$ cat config.mk
export PLATFORM = sky130hd
export DESIGN_NAME = utf8_to_code_point_decoder_core
export DESIGN_NICKNAME = d
export VERILOG_FILES = /design/src/hdl/utd_pkg.sv /design/src/hdl/utd_in_reg.sv /design/src/hdl/utd_decode.sv /design/src/hdl/utd_out_reg.sv /design/src/hdl/utf8_to_code_point_decoder_core.sv
export VERILOG_INCLUDE_DIRS = /design/src /design/src/hdl
export SDC_FILE = /design/constraint.sdc
export NUM_CORES = 1
export LEC_CHECK = 0
export BUFFER_PORTS_ARGS = -buffer_cell sky130_fd_sc_hd__buf_2
export CAP_MARGIN = 20
export CORE_ASPECT_RATIO = 0.8
export CORE_MARGIN = 8
export CORE_UTILIZATION = 32
export CTS_BUF_LIST = sky130_fd_sc_hd__clkbuf_16
export CTS_CLUSTER_SIZE = 12
export DETAILED_ROUTE_END_ITERATION = 12
export PLACE_DENSITY = 0.51
export SETUP_SLACK_MARGIN = 0.2
export SLEW_MARGIN = 5
export SYNTH_ARGS = -nofsm -noshare
export SYNTH_HDL_FRONTEND = slang
export SYNTH_SLANG_ARGS = --single-unit
$ cat constraint.sdc
create_clock -name i_clk -period 12.1 [get_ports i_clk]
set_clock_uncertainty 0.1 [all_clocks]
set_input_delay 2.42 -clock i_clk [delete_from_list [all_inputs] [get_ports i_clk]]
set_output_delay 2.42 -clock i_clk [all_outputs]
set_load 0.02 [all_outputs]
$ cat src/hdl/utf8_to_code_point_decoder_core_defines.svh
// ----------------------------------------------------------------------------
// utf8 decoder assertion macros
// checks compile in simulation only; synthesis sees empty bodies
// ----------------------------------------------------------------------------
`ifndef UTF8_TO_CODE_POINT_DECODER_CORE_DEFINES_SVH
`define UTF8_TO_CODE_POINT_DECODER_CORE_DEFINES_SVH

`ifndef SYNTHESIS
// same-cycle implication
`define UTD_ASSERT_NOW(lbl, clk, rst_n, ante, cons, msg) \
    lbl: assert property (@(posedge clk) disable iff (!(rst_n)) (ante) |-> (cons)) \
        else $error(msg);
// next-cycle implication
`define UTD_ASSERT_NEXT(lbl, clk, rst_n, ante, cons, msg) \
    lbl: assert property (@(posedge clk) disable iff (!(rst_n)) (ante) |=> (cons)) \
        else $error(msg);
`else
`define UTD_ASSERT_NOW(lbl, clk, rst_n, ante, cons, msg)
`define UTD_ASSERT_NEXT(lbl, clk, rst_n, ante, cons, msg)
`endif

`endif

$ cat src/hdl/utd_pkg.sv
// ----------------------------------------------------------------------------
// utd_pkg
// types and constants shared by the utf8 decoder modules
// ----------------------------------------------------------------------------
package utd_pkg;

    localparam int CP_W    = 21;
    localparam int COUNT_W = 16;

    // configuration register indexes
    localparam logic CFG_MAX_CODE_POINTS = 1'b0;
    localparam logic CFG_STOP_AT_NUL     = 1'b1;

    localparam logic [COUNT_W-1:0] MAX_CODE_POINTS_RST = 16'd4096;
    localparam logic               STOP_AT_NUL_RST     = 1'b1;

    // lead byte length thresholds
    localparam logic [7:0] LEAD_ONE_LIMIT   = 8'h80;
    localparam logic [7:0] LEAD_TWO_LIMIT   = 8'hE0;
    localparam logic [7:0] LEAD_THREE_LIMIT = 8'hF0;

    // payload masks
    localparam logic [7:0] LEAD_TWO_MASK   = 8'h1F;
    localparam logic [7:0] LEAD_THREE_MASK = 8'h0F;
    localparam logic [7:0] LEAD_FOUR_MASK  = 8'h07;
    localparam logic [7:0] CONT_MASK       = 8'h3F;

    typedef struct packed {
        logic [7:0] byte_in;
        logic       last_byte;
    } t_in_item;

    typedef struct packed {
        logic [CP_W-1:0]    cp_value;
        logic               has_code_point;
        logic               end_of_string;
        logic               truncated;
        logic [COUNT_W-1:0] units_written;
    } t_result;

    // handshake status from the decode step to the register stages
    typedef struct packed {
        logic advance;
        logic load;
    } t_step_ctl;

endpackage

$ cat src/hdl/utd_in_reg.sv
// ----------------------------------------------------------------------------
// utd_in_reg
// input register: holds one byte transaction until the decode step takes it
// ----------------------------------------------------------------------------
module utd_in_reg (
    input  logic              i_clk,
    input  logic              i_rst_n,
    input  logic              i_valid,
    output logic              o_stall,
    input  utd_pkg::t_in_item i_item,
    input  logic              i_advance,
    output logic              o_valid,
    output utd_pkg::t_in_item o_item
);
    import utd_pkg::*;

    logic     r_valid;
    t_in_item r_item;
    logic     accept;

    assign o_stall = r_valid && !i_advance;
    assign accept  = i_valid && !o_stall;

    always_ff @(posedge i_clk) begin
        if (!i_rst_n) begin
            r_valid <= 1'b0;
        end else if (accept) begin
            r_valid <= 1'b1;
        end else if (i_advance) begin
            r_valid <= 1'b0;
        end
    end

    always_ff @(posedge i_clk) begin
        if (accept) begin
            r_item <= i_item;
        end
    end

    assign o_valid = r_valid;
    assign o_item  = r_item;

endmodule

$ cat src/hdl/utd_decode.sv
// ----------------------------------------------------------------------------
// utd_decode
// per-string decode state and the single-pass byte step
// ----------------------------------------------------------------------------
`include "utf8_to_code_point_decoder_core_defines.svh"

module utd_decode (
    input  logic                          i_clk,
    input  logic                          i_rst_n,
    input  logic                          i_valid,
    input  utd_pkg::t_in_item             i_item,
    input  logic                          i_out_free,
    input  logic [utd_pkg::COUNT_W-1:0]   i_max_code_points,
    input  logic                          i_stop_at_nul,
    output utd_pkg::t_step_ctl            o_ctl,
    output utd_pkg::t_result              o_result
);
    import utd_pkg::*;

    logic [1:0]         r_pend, n_pend;
    logic [CP_W-1:0]    r_part, n_part;
    logic [COUNT_W-1:0] r_cnt, n_cnt;
    logic               r_full, n_full;

    logic [7:0]         b;
    logic               nul_end;
    logic               ends;
    logic               have;
    logic               trunc;
    logic               produce;
    logic [CP_W-1:0]    cp;
    logic [CP_W-1:0]    cont_bits;
    logic [7:0]         cont_byte;

    assign b         = i_item.byte_in;
    assign cont_byte = b & CONT_MASK;

    // place the continuation payload by how many bytes are still due
    always_comb begin
        unique case (r_pend)
            2'd3:    cont_bits = {3'b0, cont_byte[5:0], 12'b0};
            2'd2:    cont_bits = {9'b0, cont_byte[5:0], 6'b0};
            default: cont_bits = {15'b0, cont_byte[5:0]};
        endcase
    end

    always_comb begin
        logic [7:0] lead2;
        logic [7:0] lead3;
        logic [7:0] lead4;
        lead2   = b & LEAD_TWO_MASK;
        lead3   = b & LEAD_THREE_MASK;
        lead4   = b & LEAD_FOUR_MASK;
        nul_end = i_stop_at_nul && (b == 8'd0);
        ends    = i_item.last_byte || nul_end;
        n_pend  = r_pend;
        n_part  = r_part;
        n_cnt   = r_cnt;
        n_full  = r_full;
        have    = 1'b0;
        trunc   = 1'b0;
        cp      = '0;

        if (nul_end) begin
            // nul ends the string, flushing any open sequence
            if (r_pend != 2'd0) begin
                cp    = r_part;
                have  = 1'b1;
                trunc = 1'b1;
            end
        end else if (!r_full) begin
            if (r_pend == 2'd0) begin
                if (r_cnt >= i_max_code_points) begin
                    n_full = 1'b1;
                end else if (b < LEAD_ONE_LIMIT) begin
                    cp   = {13'b0, b};
                    have = 1'b1;
                end else if (b < LEAD_TWO_LIMIT) begin
                    n_part = {10'b0, lead2[4:0], 6'b0};
                    n_pend = 2'd1;
                end else if (b < LEAD_THREE_LIMIT) begin
                    n_part = {5'b0, lead3[3:0], 12'b0};
                    n_pend = 2'd2;
                end else begin
                    n_part = {lead4[2:0], 18'b0};
                    n_pend = 2'd3;
                end
            end else begin
                n_part = r_part | cont_bits;
                n_pend = r_pend - 2'd1;
                if (n_pend == 2'd0) begin
                    cp   = n_part;
                    have = 1'b1;
                end
            end
            if (ends && !have && n_pend != 2'd0) begin
                cp    = n_part;
                have  = 1'b1;
                trunc = 1'b1;
            end
        end

        if (have) begin
            n_cnt  = r_cnt + 16'd1;
            n_part = '0;
            n_pend = 2'd0;
        end
    end

    assign produce       = have || ends;
    // an item without a result never waits on the output side
    assign o_ctl.advance = i_valid && (!produce || i_out_free);
    assign o_ctl.load    = o_ctl.advance && produce;

    assign o_result.cp_value       = cp;
    assign o_result.has_code_point = have;
    assign o_result.end_of_string  = ends;
    assign o_result.truncated      = trunc;
    assign o_result.units_written  = n_cnt;

    always_ff @(posedge i_clk) begin
        if (!i_rst_n) begin
            r_pend <= 2'd0;
            r_part <= '0;
            r_cnt  <= '0;
            r_full <= 1'b0;
        end else if (o_ctl.advance) begin
            if (ends) begin
                r_pend <= 2'd0;
                r_part <= '0;
                r_cnt  <= '0;
                r_full <= 1'b0;
            end else begin
                r_pend <= n_pend;
                r_part <= n_part;
                r_cnt  <= n_cnt;
                r_full <= n_full;
            end
        end
    end

    `UTD_ASSERT_NEXT(a_eos_clears, i_clk, i_rst_n, o_ctl.load && ends, (r_pend == 2'd0) && (r_cnt == '0) && !r_full, "string state not cleared after end of string")
    `UTD_ASSERT_NEXT(a_emit_closes_seq, i_clk, i_rst_n, o_ctl.load && have, (r_pend == 2'd0) && (r_part == '0), "sequence still open after emitting a code point")
    `UTD_ASSERT_NOW(a_trunc_flush, i_clk, i_rst_n, i_valid && trunc, ends && have, "truncated flag without a flushed closing result")
    `UTD_ASSERT_NOW(a_full_idle, i_clk, i_rst_n, r_full, r_pend == 2'd0, "sequence open while capacity is full")

endmodule

$ cat src/hdl/utd_out_reg.sv
// ----------------------------------------------------------------------------
// utd_out_reg
// result register: holds one result transaction until the consumer takes it
// ----------------------------------------------------------------------------
module utd_out_reg (
    input  logic             i_clk,
    input  logic             i_rst_n,
    input  logic             i_load,
    input  utd_pkg::t_result i_result,
    input  logic             i_stall,
    output logic             o_free,
    output logic             o_valid,
    output utd_pkg::t_result o_result
);
    import utd_pkg::*;

    logic    r_valid;
    t_result r_result;

    assign o_free = !r_valid || !i_stall;

    always_ff @(posedge i_clk) begin
        if (!i_rst_n) begin
            r_valid <= 1'b0;
        end else if (i_load) begin
            r_valid <= 1'b1;
        end else if (!i_stall) begin
            r_valid <= 1'b0;
        end
    end

    always_ff @(posedge i_clk) begin
        if (i_load) begin
            r_result <= i_result;
        end
    end

    assign o_valid  = r_valid;
    assign o_result = r_result;

endmodule

$ cat src/hdl/utf8_to_code_point_decoder_core.sv
// a byte goes from the input register through the byte step into the result register
// throughput: one byte per cycle while no byte is held by output back-pressure; the byte step
//   between the input and result registers updates the per-string state when it advances
// output back-pressure holds only bytes that produce a result
// reset (synchronous, active low) clears per-string state, both register stages,
//   and loads max_code_points 4096 and stop_at_nul 1
// ----------------------------------------------------------------------------
// utf8_to_code_point_decoder_core
// utf8 byte stream to code point decoder, without back-pressure one byte transaction per cycle
// ----------------------------------------------------------------------------
module utf8_to_code_point_decoder_core (
    input  logic                        i_clk,
    input  logic                        i_rst_n,
    input  logic                        i_cfg_wr_en,
    input  logic                        i_cfg_index,
    input  logic [utd_pkg::COUNT_W-1:0] i_cfg_wr_data,
    input  logic                        i_in_valid,
    output logic                        o_in_stall,
    input  logic [7:0]                  i_byte_in,
    input  logic                        i_last_byte,
    output logic                        o_out_valid,
    input  logic                        i_out_stall,
    output logic [utd_pkg::CP_W-1:0]    o_cp_value,
    output logic                        o_has_code_point,
    output logic                        o_end_of_string,
    output logic                        o_truncated,
    output logic [utd_pkg::COUNT_W-1:0] o_units_written
);
    import utd_pkg::*;

    logic [COUNT_W-1:0] r_max_code_points;
    logic               r_stop_at_nul;

    t_in_item  in_item;
    t_in_item  stage_item;
    logic      stage_valid;
    t_step_ctl step_ctl;
    t_result   step_result;
    t_result   out_result;
    logic      out_free;

    always_ff @(posedge i_clk) begin
        if (!i_rst_n) begin
            r_max_code_points <= MAX_CODE_POINTS_RST;
            r_stop_at_nul     <= STOP_AT_NUL_RST;
        end else if (i_cfg_wr_en) begin
            unique case (i_cfg_index)
                CFG_MAX_CODE_POINTS: r_max_code_points <= i_cfg_wr_data;
                CFG_STOP_AT_NUL:     r_stop_at_nul     <= i_cfg_wr_data[0];
            endcase
        end
    end

    assign in_item.byte_in   = i_byte_in;
    assign in_item.last_byte = i_last_byte;

    utd_in_reg u_in_reg (
        .i_clk     (i_clk),
        .i_rst_n   (i_rst_n),
        .i_valid   (i_in_valid),
        .o_stall   (o_in_stall),
        .i_item    (in_item),
        .i_advance (step_ctl.advance),
        .o_valid   (stage_valid),
        .o_item    (stage_item)
    );

    utd_decode u_decode (
        .i_clk             (i_clk),
        .i_rst_n           (i_rst_n),
        .i_valid           (stage_valid),
        .i_item            (stage_item),
        .i_out_free        (out_free),
        .i_max_code_points (r_max_code_points),
        .i_stop_at_nul     (r_stop_at_nul),
        .o_ctl             (step_ctl),
        .o_result          (step_result)
    );

    utd_out_reg u_out_reg (
        .i_clk    (i_clk),
        .i_rst_n  (i_rst_n),
        .i_load   (step_ctl.load),
        .i_result (step_result),
        .i_stall  (i_out_stall),
        .o_free   (out_free),
        .o_valid  (o_out_valid),
        .o_result (out_result)
    );

    assign o_cp_value       = out_result.cp_value;
    assign o_has_code_point = out_result.has_code_point;
    assign o_end_of_string  = out_result.end_of_string;
    assign o_truncated      = out_result.truncated;
    assign o_units_written  = out_result.units_written;

endmodule
==> key figures <==
Timing
  • Final Hold Fails: 0
  • Min cycle time layout: a little under 6 ns
  • Worst hold slack: approximately 0.36 ns
  • RSZ-0062 raised after global routing: no
  • Setup tns final: 0 ns
  • Final worst path period share: 48.8%
  • Least-Margin Pin Slew: 0.844 ns
  • Max frequency: approximately 170 MHz
  • Max-slew violations: 0
  • Final setup viols: 0
  • Worst slew margin: a little over two fifths

Synthesis
  • Largest family of logic cells by synthesized area: compound AO/OA/AOI/OAI gates
  • Mean Syn Cell Area: 9.59 sq um
  • Mapped cell area: about 5200 sq um
  • Yosys top cell area share: between 20% and 30%
  • Yosys cell types: 57
  • Post-synthesis compound-gate area fraction: around a fifth
  • Post-synthesis simple-gate area fraction: between 10% and 20%
  • Top cells by area, synth: edfxtp_1, dfxtp_1, nand2_1
  • Fraction of the mapped netlist area in adder cells: 4.06%
  • Syn Nets: 595
  • Largest area contributor in the netlist: edfxtp_1
  • Synth warn: 0
  • EDFF count, synth: between 40 and 50
  • Synth Instances: 547
  • #FFs+latches synth: between 100 and 150
  • Mux cell area share after synthesis: 0%
  • Ys flop type: dfxtp_1
  • Async SR Flop Fraction: 0%
  • Sequential area share after synthesis: around 51%
  • Post-synthesis xor/xnor area fraction: 2.51%

Power and ir drop
  • Worst vdd ir: about 71 uV
  • Clock power frac: approximately 36%
  • Pwr/cell area: 121 nW/um^2
  • P_sw: between 150 and 200 uW
  • Int Power: between 500 and 600 uW
  • Comb pwr share: roughly 9.1%
  • Sw frac: between 20% and 30%
  • Part of the power in registers: 54.7%
  • P_leak: ~0.0023 uW

Floorplanning
  • I/O Pins: 73
  • Die H: 130 microns
  • Die X-Extent: about 160 microns
  • Die ar.: ~21000 sq um
  • Initial Util: between 30% and 40%
  • Total core area: 16300 sq um
  • Num rows: 42

Global routing
  • Initial antenna violation count: 0
  • First-pass GRT wire length: 22600 microns
  • M1 GR Usage: between 10% and 20%
  • Met3 GRT Util: roughly 3.2%
  • Total track usage: a little over an eighth
  • Largest net degree at the start of global routing: 28
  • GRT busiest layer: met1
  • Met2 usage: roughly a fifth
  • Global route total overflow: 0
  • Vias in the first global route: slightly above 4000

Status
  • Status: finished, final reports clean

Cells and area
  • FILL cells: about 1700
  • Layout cell share with drive strength beyond 1: ~17%
  • Layout Nets: ~650
  • Syn-to-layout area delta: 15.2%
  • N_diodes: 0
  • Post-Layout Cell Count: slightly above 800
  • Post-layout util: 37.1%

Placement
  • Gp weighted congestion: 0.861
  • Hpwl dp: 10300 microns
  • Number of placed cells counting well taps: between 800 and 900
  • IO Port Bufs: 72

Run
  • Max-Cap Viols: 0

Clocking
  • Worst-Skew Late Latency: 0.35 ns
  • Clock sink count: approximately 110
  • Clk pin slew, worst setup/hold paths: ~0.070 ns
  • Hold_buf cts: 0
  • CTS buffer count: 9
  • Root Buffer: clkbuf_16
  • Number of setup buffers added after CTS: 0
  • TritonCTS clock tree: built
  • CTS max path bufs: 2
  • Post-cts gate resize count: 0
  • Clock H-tree levels: 3

Detailed routing
  • Routed Wire Length: 14100 microns
  • Pre-Repair DR Iteration Count: 5
  • Via density: approximately 5.2
  • Initial DRC Count: 328
  • DRC Markers: 0
  • Routed vias: between 4000 and 5000
  • Antenna violation net count after detailed routing: 0
  • WL/cell: ~17 microns

Worst setup path
  • Crit Reg-Reg Startpoint: u_in_reg.o_item[6]$_DFFE_PP_
  • Element type at the critical path end: output port
  • Crit Path Category: reg -> out
  • Maximum fanout along the worst path: 20
  • Crit path DAT: 3.39 ns
  • Reg2reg end: u_out_reg.o_result[15]$_DFFE_PP_
  • R2r worst-path depth: 7
  • CP required: roughly 9.6 ns
  • Setup crit start kind: register
  • Reg-to-reg slack, setup: about 8 ns

Hold path
  • Hold path endpoint: r_max_code_points[6]$_SDFFE_PN0P_
  • Worst hold start: r_max_code_points[6]$_SDFFE_PN0P_
  • Hold Path Stages: 2
  • Hold Path Class: reg -> reg
==> worst max path at each step <==
stage                               startpoint    endpoint  slack, ns  cells after the start
3_5_place_dp                       i_out_stall  o_in_stall       6.21                      4
3_3_place_gp                       i_out_stall  o_in_stall       6.22                      4
5_1_grt        u_decode.r_cnt[12]$_SDFFE_PN0P_  o_in_stall       5.95                      9
6_report       u_decode.r_cnt[12]$_SDFFE_PN0P_  o_in_stall       6.19                      9
4_1_cts        u_decode.r_cnt[12]$_SDFFE_PN0P_  o_in_stall       6.18                      9
2_1_floorplan                      i_out_stall  o_in_stall       6.44                      2
==> critical path: stages (launching register included) <==
cell and delay, ns:
dfxtp_1 0.40, ha_1 0.31, nand4_1 0.11, or3_1 0.43, o22ai_1 0.41, o31ai_2 0.13
buf_4 0.23, a21oi_1 0.55, nor3b_1 0.23, buf_2 0.22
==> power groups by stage <==
stage	registers, uW	logic, uW	clock network, uW
finish	401	66.7	265
global route	402	73.9	287
CTS	400	66.9	274
detailed placement	409	66.5	0
global placement	408	64.6	0
floorplan	410	40.2	0
==> placed cells by master (no fill, tap or decap), types with 9 or more instances in the layout <==
cell,Yosys,routed
nand2_1,77,77
buf_2,8,72
dfxtp_1,59,59
a21oi_1,52,52
edfxtp_1,49,49
nor2_1,34,33
o21ai_0,26,26
inv_1,24,25
nand3_1,17,17
ha_1,17,17
or4_1,12,12
a31oi_1,12,12
a32o_1,10,10
a41oi_1,9,9
clkbuf_16,0,9
==> Yosys cell counts (2+ instances only) <==
cell	number
or4_4	2
and4_1	2
a32o_1	10
nor2b_1	5
and2_1	5
nor4_2	2
buf_4	2
a31oi_1	12
clkbuf_1	19
inv_1	24
and3_1	7
buf_1	2
nor2_1	34
nand2b_1	4
a22o_1	8
nor4_1	2
ha_1	17
nor3b_1	2
nand2_1	77
or4_1	12
nand4_1	6
o2bb2ai_1	4
or3_1	7
a41oi_1	9
xnor2_1	7
xor2_1	8
o31ai_1	2
nor3_1	4
o211ai_1	5
o32ai_1	6
dfxtp_1	59
nand3_1	17
or2_2	4
buf_2	8
o21ai_0	26
o21a_1	5
edfxtp_1	49
buf_6	2
a21oi_1	52
a21o_1	2
==> sequential cells by signal, summed over array words and instances (netlist names) <==
name	count
u_out_reg.o_valid	1
r_max_code_points	16
u_decode.r_cnt	16
u_decode.r_full	1
u_in_reg.o_valid	1
u_decode.r_pend	2
u_decode.r_part	21
u_out_reg.o_result	40
u_in_reg.o_item	9
r_stop_at_nul	1
==> per-layer routing <==
layer / vias to the layer above / wire length (microns)
li1: 2117 / -
met1: 2051 / 7360
met2: 133 / 5830
met3: 15 / 718
met4: 0 / 234
met5: - / 0
==> logic make-up (layout without fill, tap and decap cells) <==
kind of cell | Yosys count | count (layout)
buf+inv | 59 | 117
flops | 108 | 108
xor+xnor | 15 | 15
compound gates | 152 | 152
fa+ha+maj | 17 | 17
simple gates | 196 | 196
==> cell type report <==
cell class              count  area (sq um)  share of cell area [%]
flip-flops and latches    108          2650                    43.9
clock inverters             7          35.0                   0.580
repair buffers             76           410                    6.79
clock buffers               9           225                    3.73
multi-input cells         380          2350                    38.9
inverters                  25          93.8                    1.55
well taps                 220           275                    4.56
==> metrics by stage <==
step                      total power, uW  worst slack, ns  instance area (sq um)
after floorplan                       450             6.44                   5240
after CTS                             741             6.18                   6030
after detailed placement              475             6.21                   5770
final                                 732             6.19                   6040
after global routing                  763             5.95                   6040
after global placement                473             6.22                   5750
No activity file was read; power rests on OpenSTA's default activity.
